`src/hdl/assert_macros.svh`:
```
// Assertion macros used by the codec datapath.
`ifndef ASSERT_MACROS_SVH
`define ASSERT_MACROS_SVH

// Concurrent assertion on the rising clock edge, suspended while reset is applied.
`define DVB_ASSERT(lbl, prop, msg) \
  lbl: assert property (@(posedge clk_i) disable iff (!rst_ni) (prop)) else $error(msg);

// Concurrent assertion of an implication that triggers on a condition.
`define DVB_ASSERT_IMPL(lbl, cond, prop, msg) \
  lbl: assert property (@(posedge clk_i) disable iff (!rst_ni) (cond) |-> (prop)) \
    else $error(msg);

`endif

```
`src/hdl/dvb_pkg.sv`:
```
// Shared constants and controller/datapath interface types of the gap codec.
`timescale 1ns / 1ps
`default_nettype none

package dvb_pkg;

  // Width of the list values; widths above the 32-bit data fields act as 32.
  localparam int VALUE_BITS = 32;
  localparam int EFF_BITS   = (VALUE_BITS > 32) ? 32 : VALUE_BITS;
  localparam logic [31:0] VALUE_MASK =
    (EFF_BITS >= 32) ? 32'hFFFF_FFFF : ((32'd1 << EFF_BITS) - 32'd1);

  // Code byte layout.
  localparam int          GROUP_BITS = 7;
  localparam logic [7:0]  TOP_BIT    = 8'h80;
  localparam logic [7:0]  GROUP_MASK = 8'h7F;
  localparam logic [2:0]  MAX_GROUPS = 3'd5;
  localparam logic [2:0]  LAST_GROUP = 3'd4;

  // Mode register codes.
  localparam logic MODE_ENCODE = 1'b0;
  localparam logic MODE_DECODE = 1'b1;

  // Commands from the controller to the datapath.
  typedef struct packed {
    logic accept_enc;  // take a list value and form its gap
    logic accept_dec;  // take one code byte
    logic emit;        // move the next code byte into the output register
  } dvb_cmd_t;

  // Status from the datapath to the controller.
  typedef struct packed {
    logic out_free;    // output register is empty or being taken this cycle
    logic emit_last;   // the byte about to be emitted closes the code
  } dvb_status_t;

endpackage

`default_nettype wire

```
`src/hdl/dvb_ctrl.sv`:
```
// Controller of the gap codec: mode register and the encode byte sequencer.
`timescale 1ns / 1ps
`default_nettype none

module dvb_ctrl import dvb_pkg::*; (
  input  wire         clk_i,
  input  wire         rst_ni,
  input  wire         cfg_valid_i,
  output logic        cfg_ready_o,
  input  wire         cfg_data_i,
  input  wire         s_tvalid_i,
  output logic        s_tready_o,
  input  dvb_status_t status_i,
  output dvb_cmd_t    cmd_o
);

  typedef enum logic {
    ST_IDLE,
    ST_EMIT
  } state_e;

  state_e state_q, state_d;
  logic   mode_q, mode_d;
  logic   accept;

  // Input is taken only between codes and only when a result can be stored.
  assign s_tready_o  = (state_q == ST_IDLE) && status_i.out_free;
  assign cfg_ready_o = (state_q == ST_IDLE);
  assign accept      = s_tvalid_i && s_tready_o;

  // Next state and datapath commands.
  always_comb begin
    state_d          = state_q;
    mode_d           = mode_q;
    cmd_o.accept_enc = 1'b0;
    cmd_o.accept_dec = 1'b0;
    cmd_o.emit       = 1'b0;
    if (cfg_valid_i && cfg_ready_o) begin
      mode_d = cfg_data_i;
    end
    unique case (state_q)
      ST_IDLE: begin
        if (accept) begin
          if (mode_q == MODE_ENCODE) begin
            cmd_o.accept_enc = 1'b1;
            state_d          = ST_EMIT;
          end else begin
            cmd_o.accept_dec = 1'b1;
          end
        end
      end
      ST_EMIT: begin
        if (status_i.out_free) begin
          cmd_o.emit = 1'b1;
          if (status_i.emit_last) begin
            state_d = ST_IDLE;
          end
        end
      end
      default: state_d = ST_IDLE;
    endcase
  end

  // State and mode register.
  always_ff @(posedge clk_i or negedge rst_ni) begin
    if (!rst_ni) begin
      state_q <= ST_IDLE;
      mode_q  <= MODE_ENCODE;
    end else begin
      state_q <= state_d;
      mode_q  <= mode_d;
    end
  end

endmodule

`default_nettype wire

```
`src/hdl/dvb_dpath.sv`:
```
// Datapath of the gap codec: predecessor, gap shifter, group gatherer and output register.
`timescale 1ns / 1ps
`default_nettype none

module dvb_dpath import dvb_pkg::*; (
  input  wire          clk_i,
  input  wire          rst_ni,
  input  dvb_cmd_t     cmd_i,
  output dvb_status_t  status_o,
  input  wire  [31:0]  data_in_i,
  input  wire          start_list_i,
  output logic         m_tvalid_o,
  input  wire          m_tready_i,
  output logic [31:0]  m_tdata_o,
  output logic         m_tlast_o,
  output logic         m_tuser_o
);

`include "assert_macros.svh"

  logic [31:0] next_base_q, next_base_d;
  logic [31:0] gather_q, gather_d;
  logic [2:0]  gcount_q, gcount_d;
  logic        ovl_q, ovl_d;
  logic [31:0] gap_q, gap_d;
  logic [2:0]  ecount_q, ecount_d;
  logic        out_valid_q, out_valid_d;
  logic [31:0] out_data_q, out_data_d;
  logic        out_last_q, out_last_d;
  logic        out_ovl_q, out_ovl_d;

  logic [31:0] base_eff;
  logic [31:0] value;
  logic [7:0]  code_byte;
  logic [31:0] grp_ext;
  logic [31:0] grp_placed;
  logic [31:0] gather_new;
  logic [31:0] sum;
  logic        ovl_new;
  logic        emit_last;
  logic [6:0]  emit_group;

  // Predecessor after an optional start of a new list.
  assign base_eff = start_list_i ? 32'd0 : next_base_q;
  assign value    = data_in_i & VALUE_MASK;

  // Decode: place the new group above those already gathered.
  assign code_byte = data_in_i[7:0];
  assign grp_ext   = {24'd0, code_byte & GROUP_MASK};

  always_comb begin
    case (gcount_q)
      3'd0:    grp_placed = grp_ext;
      3'd1:    grp_placed = grp_ext << GROUP_BITS;
      3'd2:    grp_placed = grp_ext << (2 * GROUP_BITS);
      3'd3:    grp_placed = grp_ext << (3 * GROUP_BITS);
      3'd4:    grp_placed = grp_ext << (4 * GROUP_BITS);
      default: grp_placed = 32'd0;
    endcase
  end

  // Earlier groups sit only below the new one, so an OR equals the sum.
  assign gather_new = (gcount_q < MAX_GROUPS) ? (gather_q | grp_placed) : gather_q;
  assign ovl_new    = (gcount_q < MAX_GROUPS) ? ovl_q : 1'b1;
  assign sum        = (gather_new + base_eff) & VALUE_MASK;

  // Encode: the byte in front of the gap shifter.
  assign emit_last  = (gap_q[31:GROUP_BITS] == '0) || (ecount_q == LAST_GROUP);
  assign emit_group = gap_q[GROUP_BITS-1:0];

  assign status_o.out_free  = !out_valid_q || m_tready_i;
  assign status_o.emit_last = emit_last;

  // Next values of the datapath registers.
  always_comb begin
    next_base_d = next_base_q;
    gather_d    = gather_q;
    gcount_d    = gcount_q;
    ovl_d       = ovl_q;
    gap_d       = gap_q;
    ecount_d    = ecount_q;
    out_valid_d = out_valid_q && !m_tready_i;
    out_data_d  = out_data_q;
    out_last_d  = out_last_q;
    out_ovl_d   = out_ovl_q;

    if (cmd_i.accept_enc) begin
      gap_d       = (value - base_eff) & VALUE_MASK;
      ecount_d    = 3'd0;
      next_base_d = (value + 32'd1) & VALUE_MASK;
    end

    if (cmd_i.emit) begin
      out_valid_d = 1'b1;
      out_data_d  = {24'd0, (emit_last ? TOP_BIT : 8'h00) | {1'b0, emit_group}};
      out_last_d  = emit_last;
      out_ovl_d   = 1'b0;
      gap_d       = gap_q >> GROUP_BITS;
      ecount_d    = ecount_q + 3'd1;
    end

    if (cmd_i.accept_dec) begin
      next_base_d = base_eff;
      if ((code_byte & TOP_BIT) != 8'h00) begin
        out_valid_d = 1'b1;
        out_data_d  = sum;
        out_last_d  = 1'b1;
        out_ovl_d   = ovl_new;
        next_base_d = (sum + 32'd1) & VALUE_MASK;
        gather_d    = 32'd0;
        gcount_d    = 3'd0;
        ovl_d       = 1'b0;
      end else begin
        gather_d = gather_new;
        gcount_d = (gcount_q < MAX_GROUPS) ? gcount_q + 3'd1 : gcount_q;
        ovl_d    = ovl_new;
      end
    end
  end

  // Codec state and output valid flag.
  always_ff @(posedge clk_i or negedge rst_ni) begin
    if (!rst_ni) begin
      next_base_q <= 32'd0;
      gather_q    <= 32'd0;
      gcount_q    <= 3'd0;
      ovl_q       <= 1'b0;
      ecount_q    <= 3'd0;
      out_valid_q <= 1'b0;
    end else begin
      next_base_q <= next_base_d;
      gather_q    <= gather_d;
      gcount_q    <= gcount_d;
      ovl_q       <= ovl_d;
      ecount_q    <= ecount_d;
      out_valid_q <= out_valid_d;
    end
  end

  // Payload registers.
  always_ff @(posedge clk_i) begin
    gap_q      <= gap_d;
    out_data_q <= out_data_d;
    out_last_q <= out_last_d;
    out_ovl_q  <= out_ovl_d;
  end

  assign m_tvalid_o = out_valid_q;
  assign m_tdata_o  = out_data_q;
  assign m_tlast_o  = out_last_q;
  assign m_tuser_o  = out_ovl_q;

  // A new result never overwrites one that is still waiting.
  `DVB_ASSERT_IMPL(a_emit_into_free, cmd_i.emit || cmd_i.accept_dec, status_o.out_free,
    "result loaded while the output register is occupied")
  // The encoder never emits more than five bytes for one value.
  `DVB_ASSERT_IMPL(a_emit_count, cmd_i.emit, ecount_q <= LAST_GROUP,
    "encoder emitted more than five bytes")
  // The group counter saturates at five.
  `DVB_ASSERT(a_gcount_range, gcount_q <= MAX_GROUPS, "group counter out of range")

endmodule

`default_nettype wire

```
`src/hdl/delta_varbyte_codec_core.sv`:
```
// Top level of the variable-byte delta gap codec for ascending integer lists.
//
//   channel  direction  signals                     payload
//   s_axis   in         tvalid tready tdata tuser   tdata: data_in; tuser: start_list
//   m_axis   out        tvalid tready tdata tlast   tdata: data_out; tlast: last;
//                       tuser                       tuser: overlong
//   cfg      in         cfg_valid/ready/data        data: mode (0 encode, 1 decode)
//
// Decode takes one byte per cycle while the output register is free.
// Encode takes a value once the prior code is emitted; codes have 1 to 5 bytes.
// The controller's byte sequencer emits one byte a cycle while the output is free.
// A stall on the output side holds the output register and blocks new input.
// Reset clears the predecessor, the group gatherer, the mode and the output valid.
`timescale 1ns / 1ps
`default_nettype none

module delta_varbyte_codec_core import dvb_pkg::*; (
  input  wire         clk_i,
  input  wire         rst_ni,
  // Configuration write channel.
  input  wire         cfg_valid_i,
  output logic        cfg_ready_o,
  input  wire         cfg_data_i,      // mode
  // Input stream.
  input  wire         s_axis_tvalid,
  output logic        s_axis_tready,
  input  wire  [31:0] s_axis_tdata,    // [31:0] data_in
  input  wire         s_axis_tuser,    // [0] start_list
  // Output stream.
  output logic        m_axis_tvalid,
  input  wire         m_axis_tready,
  output logic [31:0] m_axis_tdata,    // [31:0] data_out
  output logic        m_axis_tlast,
  output logic        m_axis_tuser     // [0] overlong
);

  dvb_cmd_t    cmd;
  dvb_status_t status;

  // Mode register and byte sequencer.
  dvb_ctrl u_ctrl (
    .clk_i       (clk_i),
    .rst_ni      (rst_ni),
    .cfg_valid_i (cfg_valid_i),
    .cfg_ready_o (cfg_ready_o),
    .cfg_data_i  (cfg_data_i),
    .s_tvalid_i  (s_axis_tvalid),
    .s_tready_o  (s_axis_tready),
    .status_i    (status),
    .cmd_o       (cmd)
  );

  // Arithmetic, codec state and output register.
  dvb_dpath u_dpath (
    .clk_i        (clk_i),
    .rst_ni       (rst_ni),
    .cmd_i        (cmd),
    .status_o     (status),
    .data_in_i    (s_axis_tdata),
    .start_list_i (s_axis_tuser),
    .m_tvalid_o   (m_axis_tvalid),
    .m_tready_i   (m_axis_tready),
    .m_tdata_o    (m_axis_tdata),
    .m_tlast_o    (m_axis_tlast),
    .m_tuser_o    (m_axis_tuser)
  );

endmodule

`default_nettype wire
```
`config.mk`:
```
export PLATFORM = sky130hd
export DESIGN_NAME = delta_varbyte_codec_core
export DESIGN_NICKNAME = d
export VERILOG_FILES = /design/src/hdl/dvb_pkg.sv /design/src/hdl/dvb_ctrl.sv /design/src/hdl/dvb_dpath.sv /design/src/hdl/delta_varbyte_codec_core.sv
export VERILOG_INCLUDE_DIRS = /design/src /design/src/hdl
export SDC_FILE = /design/constraint.sdc
export NUM_CORES = 1
export LEC_CHECK = 0
export ABC_CLOCK_PERIOD_IN_PS = 7700
export BUFFER_PORTS_ARGS = -buffer_cell sky130_fd_sc_hd__buf_4
export CAP_MARGIN = 10
export CORE_AREA = 2 2 146 148
export DETAILED_ROUTE_END_ITERATION = 8
export DIE_AREA = 0 0 148 150
export PLACE_DENSITY = 0.78
export SYNTH_ARGS = -nofsm -noshare
export SYNTH_HDL_FRONTEND = slang
export SYNTH_HIERARCHICAL = 1
export SYNTH_SLANG_ARGS = --single-unit
```
`constraint.sdc`:
```
create_clock -name clk_i -period 7.7 [get_ports clk_i]
set_input_delay 0 -clock clk_i [delete_from_list [all_inputs] [get_ports clk_i]]
set_output_delay 0 -clock clk_i [all_outputs]
set_load 0.05 [all_outputs]
```
# == Word level (Yosys, flattened, before mapping) ==
# Cells that the tools add are included.
# word_totals
elab_cells,80
in_bits,39
output_inout_bits,37
register_bits,140
# classes
eq_ne,5
add_sub_neg,6
bitwise,3
mux,38
order_cmp,1
n_reduce_logical,14
# op_table
operator,count
$mux W32,9
$pmux W32 S5,1
$add A32 B1 Y32 const B,2
$mux W25,2
$add A32 B32 Y32,1
$or A32 B32 Y32,1
$sub A32 B32 Y32,1
$logic_not A25 Y1,1
$mux W1,18
$mux W3,4
$mux W8,1
$or A8 B7 Y8,1
$add A3 B1 Y3 const B,2
$eq A3 B2 Y1 const B,2
$eq A3 B3 Y1 const B,2
$reduce_bool A2 Y1,3
$logic_and A1 B1 Y1,4
$mux W2,2
$eq A3 B1 Y1 const B,1
$logic_not A3 Y1,1
$lt A3 B3 Y1 const B,1
$logic_not A1 Y1,2
$logic_or A1 B1 Y1,2
$pmux W1 S2,1
2 further kinds,2

# == Logic depth before layout (Yosys ltp) ==
# logic_depth
depth_word,8
depth_mapped,20
mapped_depth_nobuf,18

# == Modules after synthesis ==
# Netlist, hierarchy kept.
# by_module_without_submodules
module,cells_per_inst,seq_area_each_um2,area_per_inst_um2,instances
dvb_dpath,1286,3373.2,10680.2,1
dvb_ctrl,12,50.0,120.1,1

# == Least setup slack after synthesis ==
# OpenSTA, ideal clock, no wires.
# synth_timing
path_kind,reg-to-reg
from,register u_dpath.gcount_q[0]
to,register u_dpath.next_base_q[27]
setup_slack_ps,3017
period_less_slack_ps,4683
setup_time_ps,124
path_stages_with_launch,19
required_ps,7576
path_buffers,0
arrival_time_ps,4559
cell_sequence,dfrtp_1 inv_1 ha_1 nor2b_1 a21o_1 ha_1 inv_1 fa_1 nor2b_1 o31ai_1 a22o_1 xnor2_1 nand4_1 or4_1 or4_1 or3_4 o31a_1 o21ai_0 a21oi_1
# synth_between
elab_chain_len,8
word_cells_on_any_way,13
cone_classes,2 x add/sub; 1 x order compare; 4 x eq/ne; 4 x mux; 1 x bitwise; 1 x reduce/logical
# synth_rtl
element,line_no,text
"start, declared",dvb_dpath.sv:23,"logic [2:0] gcount_q, gcount_d;"
"start signal, assigned",dvb_dpath.sv:133,gcount_q <= gcount_d;
$eq A3 B3 Y1 (tied with other cells),dvb_dpath.sv:52,case (gcount_q)
$pmux W32 S5,dvb_dpath.sv:52,
$or A32 B32 Y32,dvb_dpath.sv:63,assign gather_new = (gcount_q < MAX_GROUPS) ? (gather_q | grp_placed) : gather_q;
$mux W32 (*),dvb_dpath.sv:63,
$add A32 B32 Y32 (*),dvb_dpath.sv:65,assign sum = (gather_new + base_eff) & VALUE_MASK;
$add A32 B1 Y32 (*),dvb_dpath.sv:109,next_base_d = (sum + 32'd1) & VALUE_MASK;
$mux W32 (*),dvb_dpath.sv:104,if ((code_byte & TOP_BIT) != 8'h00) begin
$mux W32 (*),dvb_dpath.sv:102,if (cmd_i.accept_dec) begin
"end signal, assigned",dvb_dpath.sv:131,next_base_q <= next_base_d;
"end, declared",dvb_dpath.sv:21,"logic [31:0] next_base_q, next_base_d;"
# Mark *: on every way between the ends. The rest lies on a longest branch, timed or not.
# A chain may end at the register's enable or synchronous reset.

# == Final worst setup path ==
# layout_timing
from,register u_dpath.gcount_q[1]
to,register u_dpath.next_base_q[31]
# The elaborated chain is that of the path after synthesis.

==> results by group <==
Critical path
  • CP startpoint kind: register
  • Slowest cell on crit path: or4_1
  • Max incr delay on CP: 560 ps
  • Worst Path Class, Setup: register to register
  • CP Cell Sequence: inv_1 > ha_1 > nor2b_1 > a21o_1 > ha_1 > inv_1 > fa_1 > nor2b_1 > o21ai_0 > a21oi_1 > nand3_1 > nand4bb_1 > or4_1 > or4_1 > or3_4 > nor3_2 > and4_1 > o31ai_2
  • WP data arrival: 5710 ps
  • Crit end category: register
  • CP max FO: 7
  • Worst Path Required: 7990 ps

Finish
  • Area Growth Syn to Fin: 14.54%
  • Layout cells sized above 1: 0.1064
  • Multi-input logic area: 0.006913 mm^2
  • # nets final: 1472
  • Diode count: 0
  • FILL cells: 1804
  • Reg area: 0.003423 mm^2

GRT
  • Gr ovfl total: 0
  • First-pass GRT wire length: 48870 um
  • GRT Total Usage: 0.2805
  • GRT met2 Usage: 0.4785
  • Met1 Resource Use GR: 0.3563
  • Largest net degree at the start of global routing: 99
  • Antenna violations before repair: 0
  • GR Layer Usage met3: 0.04512
  • Number of global-route vias before repair: 9493
  • Most used routing layer: met2

Die
  • Initial Util: 0.5220
  • I/O pin total: 76
  • Die area: 0.02220 mm^2
  • Die W: 148 um
  • Die height: 150 um
  • Cell row count: 53
  • Core Region: 0.02069 mm^2

Route
  • Final wirelength: 31240 um
  • DRT Pass-1 Iters: 6
  • Vias post-DR: 10020
  • 1st-iter DRT viols: 783
  • DRC Markers: 0
  • Vias/cell: 6.081
  • DRT antenna net count: 0
  • Avg WL per Cell: 18.97 um

Timing
  • Period utilization: 0.7041
  • Max_slew headroom: 0.2410
  • Unrepaired setup endpoints after global routing: no
  • Final setup TNS: 0 ps
  • Fin. max-slew vios: 0
  • Slew @ Worst Pin: 1132 ps
  • Final setup viols: 0
  • Fin crit period: 5422 ps
  • Worst setup margin: 2278 ps
  • Hold Violations, Final: 0
  • Worst Skew: 5.917 ps
  • Fmax: 184.4 MHz

Logic synthesis
  • Async SR Flop Fraction: 0.5286
  • Main flop type after synthesis: dfrtp_1
  • YS warnings: 6
  • Synth cell types: 85
  • EDFF count, synth: 25
  • Synthesized area per cell: 8.321 um^2
  • Post-Syn Area: 0.01080 mm^2
  • Sequential share of the synthesized area: 0.3170
  • Syn_nets: 1411
  • Yosys reg bits: 140
  • Cells after synthesis: 1298

Clock network
  • Clock tree buffer depth: 2
  • CTS root buf: clkbuf_16
  • CTS H-tree depth: 4
  • Number of buffers created by CTS: 17
  • Reg clk slew, reported paths: 60 ps
  • Clk Latency, worst-skew pair: 430 ps
  • Clock Sinks: 140
  • CTS tree: yes
  • Post-CTS Setup Repair Bufs: 0

Pwr
  • Worst vdd rail ir drop: 201.6 uV
  • PwrDens: 308.7 mW/mm^2
  • P_leak: 5.612 nW
  • Pwr Total: 0.003819 W

Place
  • Routability congestion estimate: 0.9539
  • Port Buffers: 75
  • Setup WS pre-CTS: 2425 ps
  • DP HPWL: 22390 um

Run status
  • Status: complete, no violations

Job
  • Max-capacitance violation count: 0

Min path
  • Worst Hold Class: input pin to register
## logic make-up (layout without fill, tap and decap cells)
family,after synthesis,after routing,share of synthesized area
adders and majority gates,74,74,0.08712
muxes,17,17,0.01657
buffers and inverters,123,197,0.04356
DFF,140,140,0.3170
and+or+nand+nor,452,452,0.2134
xor gates and xnor gates,109,109,0.08909
AOI/OAI and AO/OA,383,383,0.2333
## cells in the final DEF, fill, tap and decap left out, types with 25 or more instances in the layout
cell type	n
dfxtp_1	41
buf_4	85
nand2b_1	39
nand3_1	25
ha_1	72
a21o_1	53
xnor2_1	57
o21ai_0	102
a21oi_1	70
nand2_1	156
xor2_1	51
nand3b_1	27
edfxtp_1	25
a21boi_0	31
dfrtp_1	74
inv_1	61
nor2_1	70
## cells in the mapped netlist (4+ instances only)
library cell | count | area share
nand2_1 | 157 | 0.055
o21ai_0 | 102 | 0.047
dfrtp_1 | 74 | 0.17
ha_1 | 72 | 0.083
nor2_1 | 71 | 0.025
a21oi_1 | 70 | 0.032
inv_1 | 61 | 0.021
xnor2_1 | 57 | 0.046
a21o_1 | 53 | 0.037
xor2_1 | 51 | 0.041
clkbuf_1 | 50 | 0.017
dfxtp_1 | 41 | 0.076
nand2b_1 | 39 | 0.023
a21boi_0 | 31 | 0.022
nand3b_1 | 27 | 0.019
edfxtp_1 | 25 | 0.070
nand3_1 | 25 | 0.012
nor2b_1 | 23 | 0.013
nor3_1 | 21 | 0.0097
nand4_1 | 15 | 0.0087
o211ai_1 | 15 | 0.010
mux2i_1 | 13 | 0.012
or3_1 | 12 | 0.0070
a31oi_1 | 11 | 0.0064
o31ai_1 | 11 | 0.0076
a211oi_1 | 9 | 0.0063
a22oi_1 | 9 | 0.0063
and2_1 | 9 | 0.0052
and3_1 | 9 | 0.0052
nor4_1 | 9 | 0.0052
o21a_1 | 8 | 0.0056
o22ai_1 | 8 | 0.0046
or2_2 | 7 | 0.0041
a22o_1 | 6 | 0.0049
buf_1 | 6 | 0.0021
nor3b_1 | 6 | 0.0042
o21bai_1 | 6 | 0.0042
and4_1 | 4 | 0.0032
o211a_1 | 4 | 0.0037
or4_1 | 4 | 0.0028
## state kept, by name (all words and copies together) (netlist names)
register	count
u_dpath/gap_q	32
u_dpath/gather_q	32
u_dpath/m_tdata_o	32
u_dpath/next_base_q	32
u_dpath/ecount_q	3
u_dpath/gcount_q	3
u_ctrl/mode_q	1
u_ctrl/state_q	1
u_dpath/m_tlast_o	1
u_dpath/m_tuser_o	1
u_dpath/m_tvalid_o	1
u_dpath/ovl_q	1
## report_power, final
part / internal (W) / switching, W
Sequential: 0.00103 / 0.000143
Clock: 0.000563 / 0.000343
Combinational: 0.000640 / 0.00110
Total: 0.00224 / 0.00158
## critical path, delay by kind of cell, from the launching register on
family	cells	cell delay [ps]
AND/OR/NAND/NOR	9	3170
adder cells (fa/ha/maj)	3	760
flip-flops	1	440
buffers and inverters	2	200
AO/OA/AOI/OAI	4	720
## repair_timing
item                       CTS  global route
hold buffers                18             0
gates resized for setup      0             0
setup endpoints to repair    0             0
hold endpoints to repair    91             0
## through the flow
stage               hold WS, ps  instances  utilization  area, um^2
global placement          219.3       1597       0.5583       11550
CTS                       18.17       1647       0.5979       12370
finish                    17.96       1647       0.5979       12370
detailed placement        228.4       1597       0.5583       11550
global route              36.26       1647       0.5979       12370
floorplan                -295.6       1298            -       10800
## layer usage
| metal | routed length (um) | vias up |
|---|---|---|
| met5 | 0 | - |
| met1 | 13490 | 4775 |
| met2 | 14890 | 378 |
| met3 | 1719 | 94 |
| met4 | 1148 | 0 |
| li1 | - | 4769 |
## path summary, 6_finish.rpt
path                                       start                       to  slack [ps]  cells past startpoint
max                          u_dpath/gcount_q[1]  u_dpath/next_base_q[31]        2280                     18
min                             s_axis_tdata[22]  u_dpath/next_base_q[22]          20                      5
max reg2reg                  u_dpath/gcount_q[1]  u_dpath/next_base_q[31]        2280                     18
min reg2reg                u_dpath/m_tdata_o[19]    u_dpath/m_tdata_o[19]         470                      2
max in group asynchronous                 rst_ni     u_dpath/gather_q[25]        6710                      2
min in group asynchronous                 rst_ni      u_dpath/ecount_q[2]         290                      2
## area by class of cell
type,instances,area share
well taps,275,0.02781
repair buffers,103,0.06615
inverters,62,0.01881
clock buffers,19,0.03671
flip-flops and latches,140,0.2767
multi-input cells,1035,0.5588
clock inverters,13,0.01497
Note: power is estimated with default switching activity, not from simulation.
